### src/hdl/stb_ram.sv
// Generic single-write, single-read synchronous RAM with registered read data.
// No dependencies.
module stb_ram #(
   parameter int WIDTH = 8,
   parameter int DEPTH = 16
) (
   input  logic                     clock,
   input  logic                     wr_en,
   input  logic [$clog2(DEPTH)-1:0] wr_addr,
   input  logic [WIDTH-1:0]         wr_data,
   input  logic [$clog2(DEPTH)-1:0] rd_addr,
   output logic [WIDTH-1:0]         rd_data
);
   logic [WIDTH-1:0] mem [DEPTH];

   always_ff @(posedge clock) begin
      if (wr_en) begin
         mem[wr_addr] <= wr_data;
      end
      rd_data <= mem[rd_addr];
   end
endmodule

### config.mk
export PLATFORM = sky130hd
export DESIGN_NAME = stb_ram
export DESIGN_NICKNAME = d
export VERILOG_FILES = /design/src/hdl/stb_ram.sv
export SDC_FILE = /design/constraint.sdc
export NUM_CORES = 1
export LEC_CHECK = 0
export BUFFER_PORTS_ARGS = -buffer_cell sky130_fd_sc_hd__buf_2
export CORE_AREA = 8 8 117 97
export CTS_CLUSTER_SIZE = 25
export DETAILED_ROUTE_END_ITERATION = 6
export DIE_AREA = 0 0 125 105
export PLACE_DENSITY_LB_ADDON = 0.25
export RECOVER_POWER = 50
export SETUP_SLACK_MARGIN = 0.02
export SYNTH_ARGS = -nofsm -noshare
export SYNTH_HDL_FRONTEND = slang
export SYNTH_SLANG_ARGS = --single-unit
### constraint.sdc
create_clock -name clock -period 2.2 [get_ports clock]
set_input_delay 0.22 -clock clock [delete_from_list [all_inputs] [get_ports clock]]
set_output_delay 0.22 -clock clock [all_outputs]
set_load 0.01 [all_outputs]
==> impl_metrics.env <==
export IMPL_period_share=0.639
export IMPL_ys_seq_area_frac=0.778
export IMPL_synth_top_area_cell="edfxtp_1"
export IMPL_synth_common_cells="edfxtp_1, mux4_2, a22oi_1, mux4_1, nor2_1"
export IMPL_hold_viol=0
export IMPL_grt_pass1_wl_um=15300
export IMPL_ir_drop_uv=742
export IMPL_slew_headroom=0.507
export IMPL_r2r_slack_ns=0.79
export IMPL_ff_latch_area_sq_mm=0.00400
export IMPL_cts_tree="done"
export IMPL_async_flop_share=0
export IMPL_cts_setup_buffers=0
export IMPL_vias=2427
export IMPL_syn_mean_instance_area_sq_um=22.5
export IMPL_min_from="wr_data[3]"
export IMPL_globalRouteOverflowTotal=0
export IMPL_wl_per_cell_um=24.2
export IMPL_cap_viol_max_count=0
export IMPL_numCtsBuffers=17
export IMPL_yosys_area_share_xor_xnor=0
export IMPL_synth_compound_area_frac=0.0233
export IMPL_yosys_area_share_simple=0.0318
export IMPL_synth_edff_count=128
export IMPL_grt_usage=0.163
export IMPL_dr_pass1_iters=4
export IMPL_reg2reg_depth=3
export IMPL_layout_setup_ws_ns=0.793
export IMPL_status="finished clean"
export IMPL_pin_count=26
export IMPL_cts_sinks=136
export IMPL_synth_ff_type="edfxtp_1"
export IMPL_end_kind="register"
export IMPL_synth_seq_cells=136
export IMPL_cts_reportedPaths_clkPinSlew_ns=0.05
export IMPL_die_h_um=105
export IMPL_clock_latency_ns=0.41
export IMPL_synthTopCellsByArea="edfxtp_1, mux4_2, mux4_1"
export IMPL_wl_um=10100
export IMPL_cts_resized_gates=0
export IMPL_p_leak_uw=0.00207
export IMPL_synth_top_family_by_area="multiplexers"
export IMPL_max_clock_freq_ghz=0.711
export IMPL_via_per_inst=5.81
export IMPL_holdPathStages=1
export IMPL_worst_slew_pin_slew_ns=0.736
export IMPL_synthToLayoutAreaGrowth_pct=18.3
export IMPL_antenna_found_initial=1
export IMPL_post_place_ws_ns=0.479
export IMPL_nNetsFinal=303
export IMPL_skew_ns=0.00530
export IMPL_dp_hpwl_um=6360
export IMPL_min_to="mem[12][3]"
export IMPL_rsz0062_at_grt="no"
export IMPL_hold_slack_ns=0.355
export IMPL_die_w_um=125
export IMPL_coreArea_sq_mm=0.00945
export IMPL_num_rows=32
export IMPL_start_util=0.545
export IMPL_synth_cell_type_count=19
export IMPL_syn_inst=229
export IMPL_report_final_slew_viol_count=0
export IMPL_power_density_mw_per_mm2=990
export IMPL_critPathArrivalTime_ns=1.70
export IMPL_synth_most_common_cell="edfxtp_1"
export IMPL_r2r_end="rd_data[3]"
export IMPL_cts_buffer_depth=2
export IMPL_synth_mux_area_frac=0.150
export IMPL_synth_nets=247
export IMPL_syn_area_sq_mm=0.00515
export IMPL_synth_adder_area_share=0
export IMPL_drc=0
export IMPL_portBuffers=25
export IMPL_path_class="register to register"
export IMPL_drt_initial_drc_count=258
export IMPL_final_antenna_net_count=0
export IMPL_grt_pass1_vias=2479
export IMPL_tns_ns=0
export IMPL_crit_fanout=1
export IMPL_start_kind="register"
export IMPL_holdCritPathClass="primary input to register"
export IMPL_setup_violations=0
export IMPL_cts_hold_fix_buffers=0
export IMPL_cts_root_buf="clkbuf_16"
export IMPL_fillCellCount=638
export IMPL_cts_max_level=4
export IMPL_die_area_sq_mm=0.0131
export IMPL_crit_required_ns=2.49
export IMPL_synth_top_area_frac=0.747
export IMPL_synth_warnings=0
export IMPL_r2r_start="mem[1][3]"
export IMPL_drive_gt1_frac=0.268
export IMPL_multiInputGateArea_sq_mm=0.00106
export IMPL_gp_congestion=0.755
export IMPL_period_needed_ns=1.41
export IMPL_grt_max_degree=33
[logic make-up after synthesis]
| family | after synthesis |
|---|---|
| multiplexers | 32 |
| flip-flops | 136 |
| buffers and inverters | 10 |
| AO/OA/AOI/OAI | 16 |
| AND/OR/NAND/NOR | 35 |
[final cells by class]
cell class              instances  share of cell area
flip-flops and latches        136               0.657
well taps                     119              0.0244
diodes                          1            0.000411
clock inverters                11              0.0253
clock buffers                  21              0.0723
multi-input cells              83               0.174
repair buffers                 47              0.0466
[layer usage]
metal	routed length, um	vias up	share of wire	GRT usage
met2	4820	63	0.48	0.235
met5	0	-	0	0
met4	120	0	0.012	0.0694
met1	4620	1266	0.46	0.222
li1	-	1089	-	-
met3	558	9	0.055	0.0574
[registers in the layout, indices dropped and copies added (netlist names)]
register and count:
rd_data 8, mem 128
[worst max-delay path, stage by stage (launching register included)]
cell,delay (ns)
edfxtp_1,0.35
mux4_1,0.50
a22oi_1,0.35
nand2_1,0.09
[power breakdown]
group          switching [uW]  internal, uW
logic                     158           113
clock network             965          1880
registers                17.9          2900
total                    1140          4890
[cell usage in the layout (no fill, tap or decap), drive strengths merged]
cell type,count
nor2b,1
edfxtp,128
clkinvlp,1
and2,1
nor3,4
mux4,32
bufinv,4
diode,1
clkbuf,32
nor2,13
clkinv,6
nand3,1
nand2,9
and2b,1
or3b,1
nand2b,2
dfxtp,8
nand3b,2
buf,36
a22oi,16
[stage by stage]
step | std cells | total power [uW] | util | area (sq um)
floorplan | 229 | 3120 | - | 5150
global placement | 385 | 3240 | 0.583 | 5510
detailed placement | 385 | 3250 | 0.583 | 5510
CTS | 417 | 6080 | 0.646 | 6110
global route | 417 | 6210 | 0.644 | 6090
finish | 418 | 6030 | 0.645 | 6090
[how the worst max path moves through the flow]
| stage | endpoint | cells after the start | startpoint | slack (ns) |
|---|---|---|---|---|
| after floorplan | mem[0][0] | 2 | wr_addr[2] | 0.49 |
| after global placement | rd_data[3] | 5 | rd_addr[0] | 0.49 |
| after detailed placement | rd_data[3] | 5 | rd_addr[0] | 0.48 |
| after CTS | rd_data[3] | 3 | mem[1][3] | 0.81 |
| after global routing | rd_data[5] | 3 | mem[1][5] | 0.75 |
| final | rd_data[3] | 3 | mem[1][3] | 0.79 |
Power figures use the tool's default switching activity.
